==> config.mk <==
export PLATFORM = sky130hd
export DESIGN_NAME = escape_sequence_decoder_top
export DESIGN_NICKNAME = d
export VERILOG_FILES = /design/src/esd_pkg.sv /design/src/escape_sequence_decoder_top.sv /design/src/esd_decode.sv /design/src/esd_out_queue.sv
export SDC_FILE = /design/constraint.sdc
export NUM_CORES = 1
export LEC_CHECK = 0
export BUFFER_PORTS_ARGS = -buffer_cell sky130_fd_sc_hd__buf_2
export CAP_MARGIN = 20
export CORE_MARGIN = 3
export CORE_UTILIZATION = 55
export CTS_CLUSTER_SIZE = 25
export DETAILED_ROUTE_END_ITERATION = 10
export GPL_TIMING_DRIVEN = 0
export HOLD_SLACK_MARGIN = 0.06
export MAX_ROUTING_LAYER = met4
export PLACE_DENSITY = 0.73
export SLEW_MARGIN = 20
export SYNTH_ARGS = -nofsm -noshare
export SYNTH_HDL_FRONTEND = slang
export SYNTH_SLANG_ARGS = --single-unit
==> constraint.sdc <==
create_clock -name i_clk -period 6.07 [get_ports i_clk]
set_clock_uncertainty 0.1 [all_clocks]
set_input_delay 1.214 -clock i_clk [delete_from_list [all_inputs] [get_ports i_clk]]
set_output_delay 1.214 -clock i_clk [all_outputs]
set_load 0.02 [all_outputs]
==> src/esd_pkg.sv <==
// ----------------------------------------------------------------------------
// esd_pkg
// Shared types, character codes and helpers for the escape sequence decoder.
// ----------------------------------------------------------------------------
package esd_pkg;

    localparam int MAX_HEX_DIGITS = 8;
    localparam int QUEUE_DEPTH    = 4;
    localparam int QUEUE_PTR_W    = $clog2(QUEUE_DEPTH);
    localparam int QUEUE_LVL_W    = $clog2(QUEUE_DEPTH + 1);

    localparam logic [31:0] CH_BACKSLASH = 32'h0000_005C;
    localparam logic [31:0] CH_DQUOTE    = 32'h0000_0022;
    localparam logic [31:0] CH_SQUOTE    = 32'h0000_0027;
    localparam logic [31:0] CH_ZERO      = 32'h0000_0030;
    localparam logic [31:0] CH_E         = 32'h0000_0065;
    localparam logic [31:0] CH_T         = 32'h0000_0074;
    localparam logic [31:0] CH_R         = 32'h0000_0072;
    localparam logic [31:0] CH_N         = 32'h0000_006E;
    localparam logic [31:0] CH_X         = 32'h0000_0078;
    localparam logic [31:0] CH_NUL       = 32'h0000_0000;
    localparam logic [31:0] CH_ESC       = 32'h0000_001B;
    localparam logic [31:0] CH_TAB       = 32'h0000_0009;
    localparam logic [31:0] CH_CR        = 32'h0000_000D;
    localparam logic [31:0] CH_LF        = 32'h0000_000A;

    typedef enum logic [1:0] {
        MODE_IDLE = 2'd0,
        MODE_ESC  = 2'd1,
        MODE_HEX  = 2'd2
    } t_mode;

    typedef struct packed {
        logic        last_of_run;
        logic [31:0] bad_following;
        logic [31:0] bad_letter;
        logic        is_error;
        logic [31:0] decoded_char;
    } t_result;

    typedef struct packed {
        logic                   room2;
        logic [QUEUE_LVL_W-1:0] level;
    } t_queue_status;

    function automatic logic is_hex(input logic [31:0] c);
        return (c inside {[32'h30:32'h39], [32'h41:32'h46], [32'h61:32'h66]});
    endfunction

    function automatic logic [3:0] hex_digit(input logic [31:0] c);
        logic [3:0] d;
        d = 4'd0;
        if (c inside {[32'h30:32'h39]}) begin
            d = c[3:0];
        end else if (c inside {[32'h41:32'h46], [32'h61:32'h66]}) begin
            d = 4'(c[3:0] + 4'd9);
        end
        return d;
    endfunction

endpackage

==> src/escape_sequence_decoder_top.sv <==
// ----------------------------------------------------------------------------
// escape_sequence_decoder_top
// Decodes a stream of UTF-32 characters and resolves backslash escapes.
//
// Channel   Dir  tdata (low bit up)                         tlast        tuser
// s_axis    in   code_point[31:0]                            end_of_text  -
// m_axis    out  decoded_char, bad_letter, bad_following     last_of_run  is_error
//
// A character is decoded combinationally as it leaves the input register.
// One character per cycle is sustained while m_axis_tready stays high and each gives at most one result;
// two-result characters are limited by the one-per-cycle output port.
// The input register advances only when the four-entry result queue has room
// for two results, so back pressure from the queue reaches s_axis_tready.
// Reset returns the decoder to idle and empties the queue.
// ----------------------------------------------------------------------------
module escape_sequence_decoder_top (
    input  logic        i_clk,
    input  logic        i_rst_n,
    input  logic        s_axis_tvalid,
    output logic        s_axis_tready,
    input  logic [31:0] s_axis_tdata,   // code_point[31:0]
    input  logic        s_axis_tlast,
    output logic        m_axis_tvalid,
    input  logic        m_axis_tready,
    output logic [95:0] m_axis_tdata,   // decoded_char, bad_letter, bad_following
    output logic        m_axis_tlast,
    output logic        m_axis_tuser    // is_error
);
    import esd_pkg::*;

    logic          r_in_valid;
    logic [31:0]   r_cp;
    logic          r_eot;
    logic          advance;
    t_result       res0, res1, out_res;
    logic [1:0]    push_count;
    t_queue_status q_status;

    assign advance       = r_in_valid && q_status.room2;
    assign s_axis_tready = !r_in_valid || advance;

    always_ff @(posedge i_clk) begin
        if (!i_rst_n) begin
            r_in_valid <= 1'b0;
        end else if (s_axis_tvalid && s_axis_tready) begin
            r_in_valid <= 1'b1;
        end else if (advance) begin
            r_in_valid <= 1'b0;
        end
    end

    always_ff @(posedge i_clk) begin
        if (s_axis_tvalid && s_axis_tready) begin
            r_cp  <= s_axis_tdata;
            r_eot <= s_axis_tlast;
        end
    end

    esd_decode u_decode (
        .i_clk         (i_clk),
        .i_rst_n       (i_rst_n),
        .i_valid       (advance),
        .i_code_point  (r_cp),
        .i_end_of_text (r_eot),
        .o_res0        (res0),
        .o_res1        (res1),
        .o_count       (push_count)
    );

    esd_out_queue u_queue (
        .i_clk        (i_clk),
        .i_rst_n      (i_rst_n),
        .i_push_count (push_count),
        .i_res0       (res0),
        .i_res1       (res1),
        .o_status     (q_status),
        .o_valid      (m_axis_tvalid),
        .i_ready      (m_axis_tready),
        .o_res        (out_res)
    );

    assign m_axis_tdata = {out_res.bad_following, out_res.bad_letter, out_res.decoded_char};
    assign m_axis_tlast = out_res.last_of_run;
    assign m_axis_tuser = out_res.is_error;

    a_level_bound: assert property (@(posedge i_clk) disable iff (!i_rst_n)
        q_status.level <= QUEUE_LVL_W'(QUEUE_DEPTH))
        else $error("result queue level exceeds its depth");

    a_push_needs_room: assert property (@(posedge i_clk) disable iff (!i_rst_n)
        (push_count != 2'd0) |-> q_status.room2)
        else $error("results pushed without room in the queue");

    a_error_char_zero: assert property (@(posedge i_clk) disable iff (!i_rst_n)
        (m_axis_tvalid && m_axis_tuser) |-> (m_axis_tdata[31:0] == 32'd0))
        else $error("error result carries a decoded character");

    a_following_is_hex: assert property (@(posedge i_clk) disable iff (!i_rst_n)
        (m_axis_tvalid && (m_axis_tdata[95:64] != 32'd0)) |->
            (m_axis_tuser && (m_axis_tdata[63:32] == CH_X)))
        else $error("following character reported outside a bad hex escape");

endmodule

==> src/esd_decode.sv <==
// ----------------------------------------------------------------------------
// esd_decode
// Escape decoding state and the single-pass logic that turns one character
// into zero, one or two results.
// ----------------------------------------------------------------------------
module esd_decode (
    input  logic             i_clk,
    input  logic             i_rst_n,
    input  logic             i_valid,
    input  logic [31:0]      i_code_point,
    input  logic             i_end_of_text,
    output esd_pkg::t_result o_res0,
    output esd_pkg::t_result o_res1,
    output logic [1:0]       o_count
);
    import esd_pkg::*;

    t_mode       r_mode, n_mode;
    logic [31:0] r_acc, n_acc;
    logic [3:0]  r_cnt, n_cnt;
    t_result     res0, res1;
    logic [1:0]  num;
    logic        simple;
    logic [31:0] simple_val;

    always_comb begin
        simple     = 1'b1;
        simple_val = CH_NUL;
        case (i_code_point)
            CH_BACKSLASH: simple_val = CH_BACKSLASH;
            CH_DQUOTE:    simple_val = CH_DQUOTE;
            CH_SQUOTE:    simple_val = CH_SQUOTE;
            CH_ZERO:      simple_val = CH_NUL;
            CH_E:         simple_val = CH_ESC;
            CH_T:         simple_val = CH_TAB;
            CH_R:         simple_val = CH_CR;
            CH_N:         simple_val = CH_LF;
            default:      simple     = 1'b0;
        endcase
    end

    always_comb begin
        n_mode = r_mode;
        n_acc  = r_acc;
        n_cnt  = r_cnt;
        res0   = '0;
        res1   = '0;
        num    = 2'd0;
        case (r_mode)
            MODE_ESC: begin
                n_mode = MODE_IDLE;
                if (simple) begin
                    res0.decoded_char = simple_val;
                    num = 2'd1;
                end else if (i_code_point == CH_X && !i_end_of_text) begin
                    n_mode = MODE_HEX;
                    n_acc  = '0;
                    n_cnt  = '0;
                end else begin
                    res0.is_error   = 1'b1;
                    res0.bad_letter = i_code_point;
                    num = 2'd1;
                end
            end
            MODE_HEX: begin
                if (is_hex(i_code_point)) begin
                    n_acc = {r_acc[27:0], hex_digit(i_code_point)};
                    n_cnt = 4'(r_cnt + 4'd1);
                    if (n_cnt >= 4'(MAX_HEX_DIGITS) || i_end_of_text) begin
                        res0.decoded_char = n_acc;
                        num    = 2'd1;
                        n_mode = MODE_IDLE;
                    end
                end else if (r_cnt == 4'd0) begin
                    res0.is_error      = 1'b1;
                    res0.bad_letter    = CH_X;
                    res0.bad_following = i_code_point;
                    num    = 2'd1;
                    n_mode = MODE_IDLE;
                end else begin
                    res0.decoded_char = r_acc;
                    num    = 2'd1;
                    n_mode = MODE_IDLE;
                    if (i_code_point == CH_BACKSLASH) begin
                        if (i_end_of_text) begin
                            res1.is_error = 1'b1;
                            num = 2'd2;
                        end else begin
                            n_mode = MODE_ESC;
                        end
                    end else begin
                        res1.decoded_char = i_code_point;
                        num = 2'd2;
                    end
                end
            end
            default: begin
                n_mode = MODE_IDLE;
                if (i_code_point == CH_BACKSLASH) begin
                    if (i_end_of_text) begin
                        res0.is_error = 1'b1;
                        num = 2'd1;
                    end else begin
                        n_mode = MODE_ESC;
                    end
                end else begin
                    res0.decoded_char = i_code_point;
                    num = 2'd1;
                end
            end
        endcase
        res0.last_of_run = (num == 2'd1);
        res1.last_of_run = (num == 2'd2);
    end

    always_ff @(posedge i_clk) begin
        if (!i_rst_n) begin
            r_mode <= MODE_IDLE;
            r_acc  <= '0;
            r_cnt  <= '0;
        end else if (i_valid) begin
            r_mode <= n_mode;
            r_acc  <= n_acc;
            r_cnt  <= n_cnt;
        end
    end

    assign o_res0  = res0;
    assign o_res1  = res1;
    assign o_count = i_valid ? num : 2'd0;

endmodule

==> src/esd_out_queue.sv <==
// ----------------------------------------------------------------------------
// esd_out_queue
// Small result queue that takes up to two results per cycle and hands out
// one per transaction.
// ----------------------------------------------------------------------------
module esd_out_queue (
    input  logic                   i_clk,
    input  logic                   i_rst_n,
    input  logic [1:0]             i_push_count,
    input  esd_pkg::t_result       i_res0,
    input  esd_pkg::t_result       i_res1,
    output esd_pkg::t_queue_status o_status,
    output logic                   o_valid,
    input  logic                   i_ready,
    output esd_pkg::t_result       o_res
);
    import esd_pkg::*;

    t_result                r_entry [QUEUE_DEPTH];
    logic [QUEUE_PTR_W-1:0] r_wr, n_wr;
    logic [QUEUE_PTR_W-1:0] r_rd, n_rd;
    logic [QUEUE_LVL_W-1:0] r_level, n_level;
    logic                   pop;
    logic [QUEUE_PTR_W-1:0] wr_next;

    assign pop     = (r_level != '0) && i_ready;
    assign wr_next = QUEUE_PTR_W'(r_wr + 1'b1);

    always_comb begin
        n_wr    = QUEUE_PTR_W'(r_wr + i_push_count);
        n_rd    = pop ? QUEUE_PTR_W'(r_rd + 1'b1) : r_rd;
        n_level = QUEUE_LVL_W'(r_level + i_push_count - {{(QUEUE_LVL_W-1){1'b0}}, pop});
    end

    always_ff @(posedge i_clk) begin
        if (i_push_count != 2'd0) begin
            r_entry[r_wr] <= i_res0;
        end
        if (i_push_count == 2'd2) begin
            r_entry[wr_next] <= i_res1;
        end
    end

    always_ff @(posedge i_clk) begin
        if (!i_rst_n) begin
            r_wr    <= '0;
            r_rd    <= '0;
            r_level <= '0;
        end else begin
            r_wr    <= n_wr;
            r_rd    <= n_rd;
            r_level <= n_level;
        end
    end

    assign o_status.room2 = (r_level <= QUEUE_LVL_W'(QUEUE_DEPTH - 2));
    assign o_status.level = r_level;
    assign o_valid        = (r_level != '0);
    assign o_res          = r_entry[r_rd];

endmodule

# Word level (Yosys, flattened, before mapping)

Memories as Yosys holds them, arrays and structs flattened. A register that Yosys moved wholly into a read port is not among the register bits.
Index checks and enable logic that the tools add are counted.

Reductions and logical operators: 21
Eq/ne operators: 18
Add/sub/neg operators: 7
Mux-type cells: 56
$lt $le $gt $ge: 8

Operators with widths:

| cell                  | number |
|---|---|
| $mux W32              | 8 |
| $eq A32 B7 Y1 const B | 6 |
| $mux W33              | 5 |
| $mux W65              | 2 |
| $pmux W32 S2          | 2 |
| $eq A32 B6 Y1 const B | 3 |
| $pmux W33 S2          | 1 |
| $ge A32 B7 Y1 const B | 2 |
| $le A32 B7 Y1 const B | 2 |
| $pmux W7 S7           | 1 |
| $ge A32 B6 Y1 const B | 1 |
| $le A32 B6 Y1 const B | 1 |
| $mux W2               | 14 |
| $mux W4               | 5 |
| $mux W1               | 14 |
| $pmux W2 S2           | 2 |
| $pmux W4 S2           | 1 |
| $reduce_bool A2 Y1    | 4 |
| $reduce_or A8 Y1      | 1 |
| $logic_and A1 B1 Y1   | 7 |
| $mux W7               | 1 |
| $eq A2 B2 Y1 const B  | 3 |
| $reduce_bool A3 Y1    | 2 |
| $reduce_and A5 Y1     | 1 |
| other kinds (16)      | 21 |

Memories kept: 1
Output and inout bits: 100
Bits of input ports: 37
Bits in writable memories: 392
Register bits: 79

Memories:

| name            | depth | bits a word | read ports | clocked after memory_dff | write ports | line                | text |
|---|---|---|---|---|---|---|---|
| u_queue.r_entry | 4     | 98          | 1          | 1                        | 2           | esd_out_queue.sv:19 | `t_result r_entry [QUEUE_DEPTH];` |

# Depth between registers and ports, before layout

Word-level depth: 10
Gate-level depth with buffers: 15
Depth with buffers taken out: 13

# Cells and area by module

Synthesis repeated with hierarchy kept, for this count alone.

Cell total of the unflattened synthesis: 1686
Area total of the unflattened synthesis: 24905.1 µm²

By module, submodules not included:

| module                      | cells an instance | times used | area an instance (µm²) |
|---|---|---|---|
| esd_out_queue               | 997               | 1          | 19263.5 |
| esd_decode                  | 650               | 1          | 4585.6 |
| escape_sequence_decoder_top | 39                | 1          | 1056.0 |

# Worst setup path before layout

No wires, ideal clock.

Path kind: register to register
From: register r_cp[0]
To: memory u_queue.r_entry[0][0] (netlist bit), enable pin
Buffers on the path: 2
Setup time: 0.392 ns
Slack: 2.577 ns
Data arrival time: 3.001 ns
Stages on the path, launching flop included: 11
Clock period less this slack: 3.493 ns
Cell sequence: edfxtp_1 -> inv_1 -> ha_1 -> nand2b_1 -> o221a_2 -> a21o_4 -> a31oi_2 -> o211ai_2 -> buf_4 -> buf_2 -> nand2_1

RTL lines:

| element                  | line                              | text |
|---|---|---|
| start: declaration       | escape_sequence_decoder_top.sv:32 | `logic [31:0] r_cp;` |
| start signal: assignment | escape_sequence_decoder_top.sv:54 | `r_cp <= s_axis_tdata;` |
| end: declaration         | esd_out_queue.sv:19               |  |

==> impl_results.rst <==
.. list-table::
   :header-rows: 1

   * - Metric
     - Value
   * - Count of state elements after synthesis
     - 473
   * - Yosys top cell area share
     - 27.0%
   * - Floorplan die area
     - 43500 um^2
   * - Most common cell after layout, fill and taps aside
     - sky130_fd_sc_hd__nand2_1
   * - Net count after synthesis
     - 2251
   * - Max-cap violation count
     - 0
   * - Per-cell routed wire length
     - 25.2 um
   * - Finish-stage setup viols
     - 0
   * - Post-synthesis async set-or-reset flop share
     - 0%
   * - Number of DRC violations after detailed routing
     - 0
   * - Overall track demand over capacity in global routing
     - 34.6%
   * - Insertion delay of the later-clocked pin in the worst-skew pair
     - 0.60 ns
   * - Clock tree root driver cell
     - sky130_fd_sc_hd__clkbuf_16
   * - Slew at the pin closest to its max-slew limit
     - 1.18 ns
   * - Number of buffers inserted by port buffering
     - 135
   * - Area post-placement
     - 24000 um^2
   * - Total negative setup slack
     - 0 ns
   * - Post-layout minimum cycle time
     - a little over 5 ns
   * - Number of levels in the clock H-tree
     - 2
   * - Library cell occupying the most area in the post-synthesis netlist
     - sky130_fd_sc_hd__dfxtp_1
   * - Cell area after synthesis
     - 22600 um^2
   * - Drt via density
     - 6.34
   * - Clock tree from TritonCTS
     - built
   * - Gate count of the mapped netlist
     - between 2000 and 2500
   * - Cell variety after synth
     - roughly 80
   * - Total of cells resized after clock tree synthesis
     - 0
   * - Worst path arrival time
     - 3.84 ns
   * - Register-to-register path setup slack
     - 1.59 ns
   * - Die height
     - 209 um
   * - Worst hold path class
     - flip-flop to flip-flop
   * - Number of placed I/O pins
     - 137
   * - FF-to-FF Start
     - r_cp[0]
   * - Path depth of the worst reg2reg path
     - 11
   * - Antenna violations before repair
     - 4
   * - HPWL after detailed placement
     - between 50000 and 60000 um
   * - Hold slack final
     - approximately 0.36 ns
   * - Core area
     - 40100 um^2
   * - Clock transition at path regs
     - approximately 0.05 ns
   * - Number of CTS-inserted buffers
     - 50
   * - Sink of the worst hold path
     - u_queue.r_entry[2][66]
   * - Width of the die
     - around 210 um
   * - Peak VDD IR
     - ~0.00026 V
   * - Power Total
     - just under 8 mW
   * - Result of the run
     - completed
   * - Final non-filler cell area
     - around 26000 um^2
   * - CTS hold repair buffers
     - 0
   * - Final routed wirelength across all metal layers
     - 74700 um
   * - Max Fclk
     - 0.194 GHz
   * - Launch point of the worst hold path
     - u_queue.r_entry[2][66]
   * - Leakage power summed over all cells
     - ~8.8 nW
   * - Setup Crit Path Kind
     - flip-flop to output pin
   * - Number of iterations in the first detailed-routing pass
     - 6
   * - Overflow left after global routing
     - 0
   * - Kind of end point of the critical path
     - output pin
   * - Routability congestion estimate from global placement
     - around 0.99
   * - CP Launch Type
     - flip-flop
   * - Longest Clk Path Bufs
     - 3
   * - EDFF count, synth
     - 169
   * - Post-synthesis to final-layout area growth
     - 13.3%
   * - RSZ-0062 raised after global routing
     - no
   * - Critical path peak fanout
     - 10
   * - Number of global-route vias before repair
     - 18300
   * - First-pass GRT wire length
     - approximately 110000 um
   * - Number of nets with antenna violations after detailed routing
     - 0
   * - PwrDens
     - 307 nW/um^2
   * - Capture point of the worst reg-to-reg path
     - u_queue.r_entry[1][26]
   * - Hold depth
     - 2
   * - Post-route clock period utilization
     - 84.9%
   * - Fraction of layout cells with a size suffix above 1
     - 25.7%
   * - Number of warnings printed during yosys synthesis
     - 0
   * - Via count
     - 18800
   * - Initial core utilization
     - 56.3%
   * - Count of routing violations after the opening detailed-route iteration
     - 2704
   * - Final net count
     - approximately 2400
   * - Worst slew margin relative to its limit
     - 21.1%
   * - Post-synthesis area per instance
     - 10.2 um^2
   * - Required time of the critical path
     - 4.76 ns
   * - Number of failing hold endpoints at the final stage
     - 0
   * - Number of clock sinks
     - 473
   * - Most used flip-flop cell after synthesis
     - sky130_fd_sc_hd__dfxtp_1
   * - Leading cell types in the layout, fill and taps excluded
     - sky130_fd_sc_hd__nand2_1, sky130_fd_sc_hd__dfxtp_1, sky130_fd_sc_hd__buf_2
   * - Pins over their slew limit
     - 0
   * - Buffers inserted during post-CTS setup optimization
     - 0
   * - Maximum number of pins on one net before global-route repair
     - 34
   * - Synth area leaders
     - sky130_fd_sc_hd__dfxtp_1, sky130_fd_sc_hd__edfxtp_1, sky130_fd_sc_hd__nand2_1
   * - Number of standard-cell rows in the floorplan
     - 73
   * - Post-synthesis sequential area ratio
     - ~49%
==> flip-flops by register name, indices dropped and copies added (netlist names), named ones only <==
register	flops
r_in_valid	1
u_queue.r_entry	392
r_eot	1
r_cp	32
u_decode.r_cnt	4
u_queue.r_rd	2
u_queue.r_wr	2
u_queue.r_level	3
u_decode.r_mode	2
u_decode.r_acc	32
==> critical path, cell delays in order, from the launching register on <==
cell	delay [ns]
sky130_fd_sc_hd__dfxtp_1	0.30
sky130_fd_sc_hd__clkbuf_1	0.81
sky130_fd_sc_hd__buf_1	0.89
sky130_fd_sc_hd__clkbuf_1	0.62
sky130_fd_sc_hd__mux4_2	0.45
sky130_fd_sc_hd__buf_2	0.19
==> stage by stage <==
stage               setup WS (ns)  utilization (%)  instances
floorplan                    2.58                -       2201
finish                      0.920             63.7       2965
detailed placement           1.53             59.9       2866
global placement            0.791             59.6       2861
global route                0.864             63.7       2961
CTS                         0.951             63.7       2958
==> cell usage after synthesis, types with 3 or more instances <==
master and n:
sky130_fd_sc_hd__nor4_2 4, sky130_fd_sc_hd__nand3_1 39, sky130_fd_sc_hd__clkbuf_1 76, sky130_fd_sc_hd__ha_1 12, sky130_fd_sc_hd__a21oi_2 182, sky130_fd_sc_hd__inv_1 18
sky130_fd_sc_hd__dfxtp_1 304, sky130_fd_sc_hd__buf_4 7, sky130_fd_sc_hd__a21o_1 5, sky130_fd_sc_hd__and2_1 45, sky130_fd_sc_hd__nor2b_1 9, sky130_fd_sc_hd__o21ai_0 33
sky130_fd_sc_hd__nor3_4 3, sky130_fd_sc_hd__a21boi_0 33, sky130_fd_sc_hd__buf_6 27, sky130_fd_sc_hd__o211ai_1 3, sky130_fd_sc_hd__nor3_1 22, sky130_fd_sc_hd__a21oi_1 67
sky130_fd_sc_hd__o21ai_1 7, sky130_fd_sc_hd__nand2b_1 8, sky130_fd_sc_hd__buf_2 63, sky130_fd_sc_hd__mux4_2 98, sky130_fd_sc_hd__a211oi_1 28, sky130_fd_sc_hd__nand4_1 4
sky130_fd_sc_hd__and3_1 86, sky130_fd_sc_hd__a311oi_1 4, sky130_fd_sc_hd__nor2_1 46, sky130_fd_sc_hd__xnor2_1 8, sky130_fd_sc_hd__nand2_1 593, sky130_fd_sc_hd__a211oi_4 4
sky130_fd_sc_hd__edfxtp_1 169, sky130_fd_sc_hd__nor4_1 5, sky130_fd_sc_hd__buf_1 10, sky130_fd_sc_hd__nand3_2 3, sky130_fd_sc_hd__mux2i_1 6, sky130_fd_sc_hd__o22ai_1 108
sky130_fd_sc_hd__o211ai_2 4, sky130_fd_sc_hd__a22oi_1 3
==> cell families after synthesis <==
family,Yosys count,synth area share (%)
and+or+nand+nor,889,17.7
AOI/OAI and AO/OA,509,16.9
DFF,473,49.5
buffers and inverters,203,4.75
muxes,104,10.1
adders and majority gates,13,0.754
xor gates and xnor gates,10,0.388
==> power by group <==
group / switching, mW / internal, mW
clock: 1.27 / 1.64
sequential: 0.139 / 3.42
combinational: 0.860 / 0.514
total: 2.27 / 5.57
==> cell type report <==
type | count | area [um^2]
flip-flops and latches | 473 | 11200
fillers | 3231 | 14500
plain buffers | 183 | 995
well taps | 525 | 657
multi-input cells | 1525 | 10300
inverters | 20 | 77.6
clock inverters | 25 | 183
clock buffers | 67 | 1350
diodes | 7 | 17.5
repair buffers | 140 | 768
==> routing by layer <==
metal  routed length [um]  share of wire, %  vias up  global-route usage, %
li1                     -                 -     8284                      -
met1                29800                40     9166                   47.1
met2                33400                45     1163                   51.1
met3                 8820                12      195                   8.28
met4                 2730               3.6        0                   12.5
met5                    0                 0        -                      -
==> worst max path at each step <==
stage	from	end
floorplan	r_cp[0]	u_queue.r_entry[0][0]
global placement	u_decode.r_cnt[0]	u_queue.r_entry[1][25]
detailed placement	flip-flop	m_axis_tdata[27]
CTS	flip-flop	m_axis_tdata[15]
global route	flip-flop	m_axis_tdata[27]
finish	flip-flop	m_axis_tdata[15]
Power figures use the tool's default switching activity.
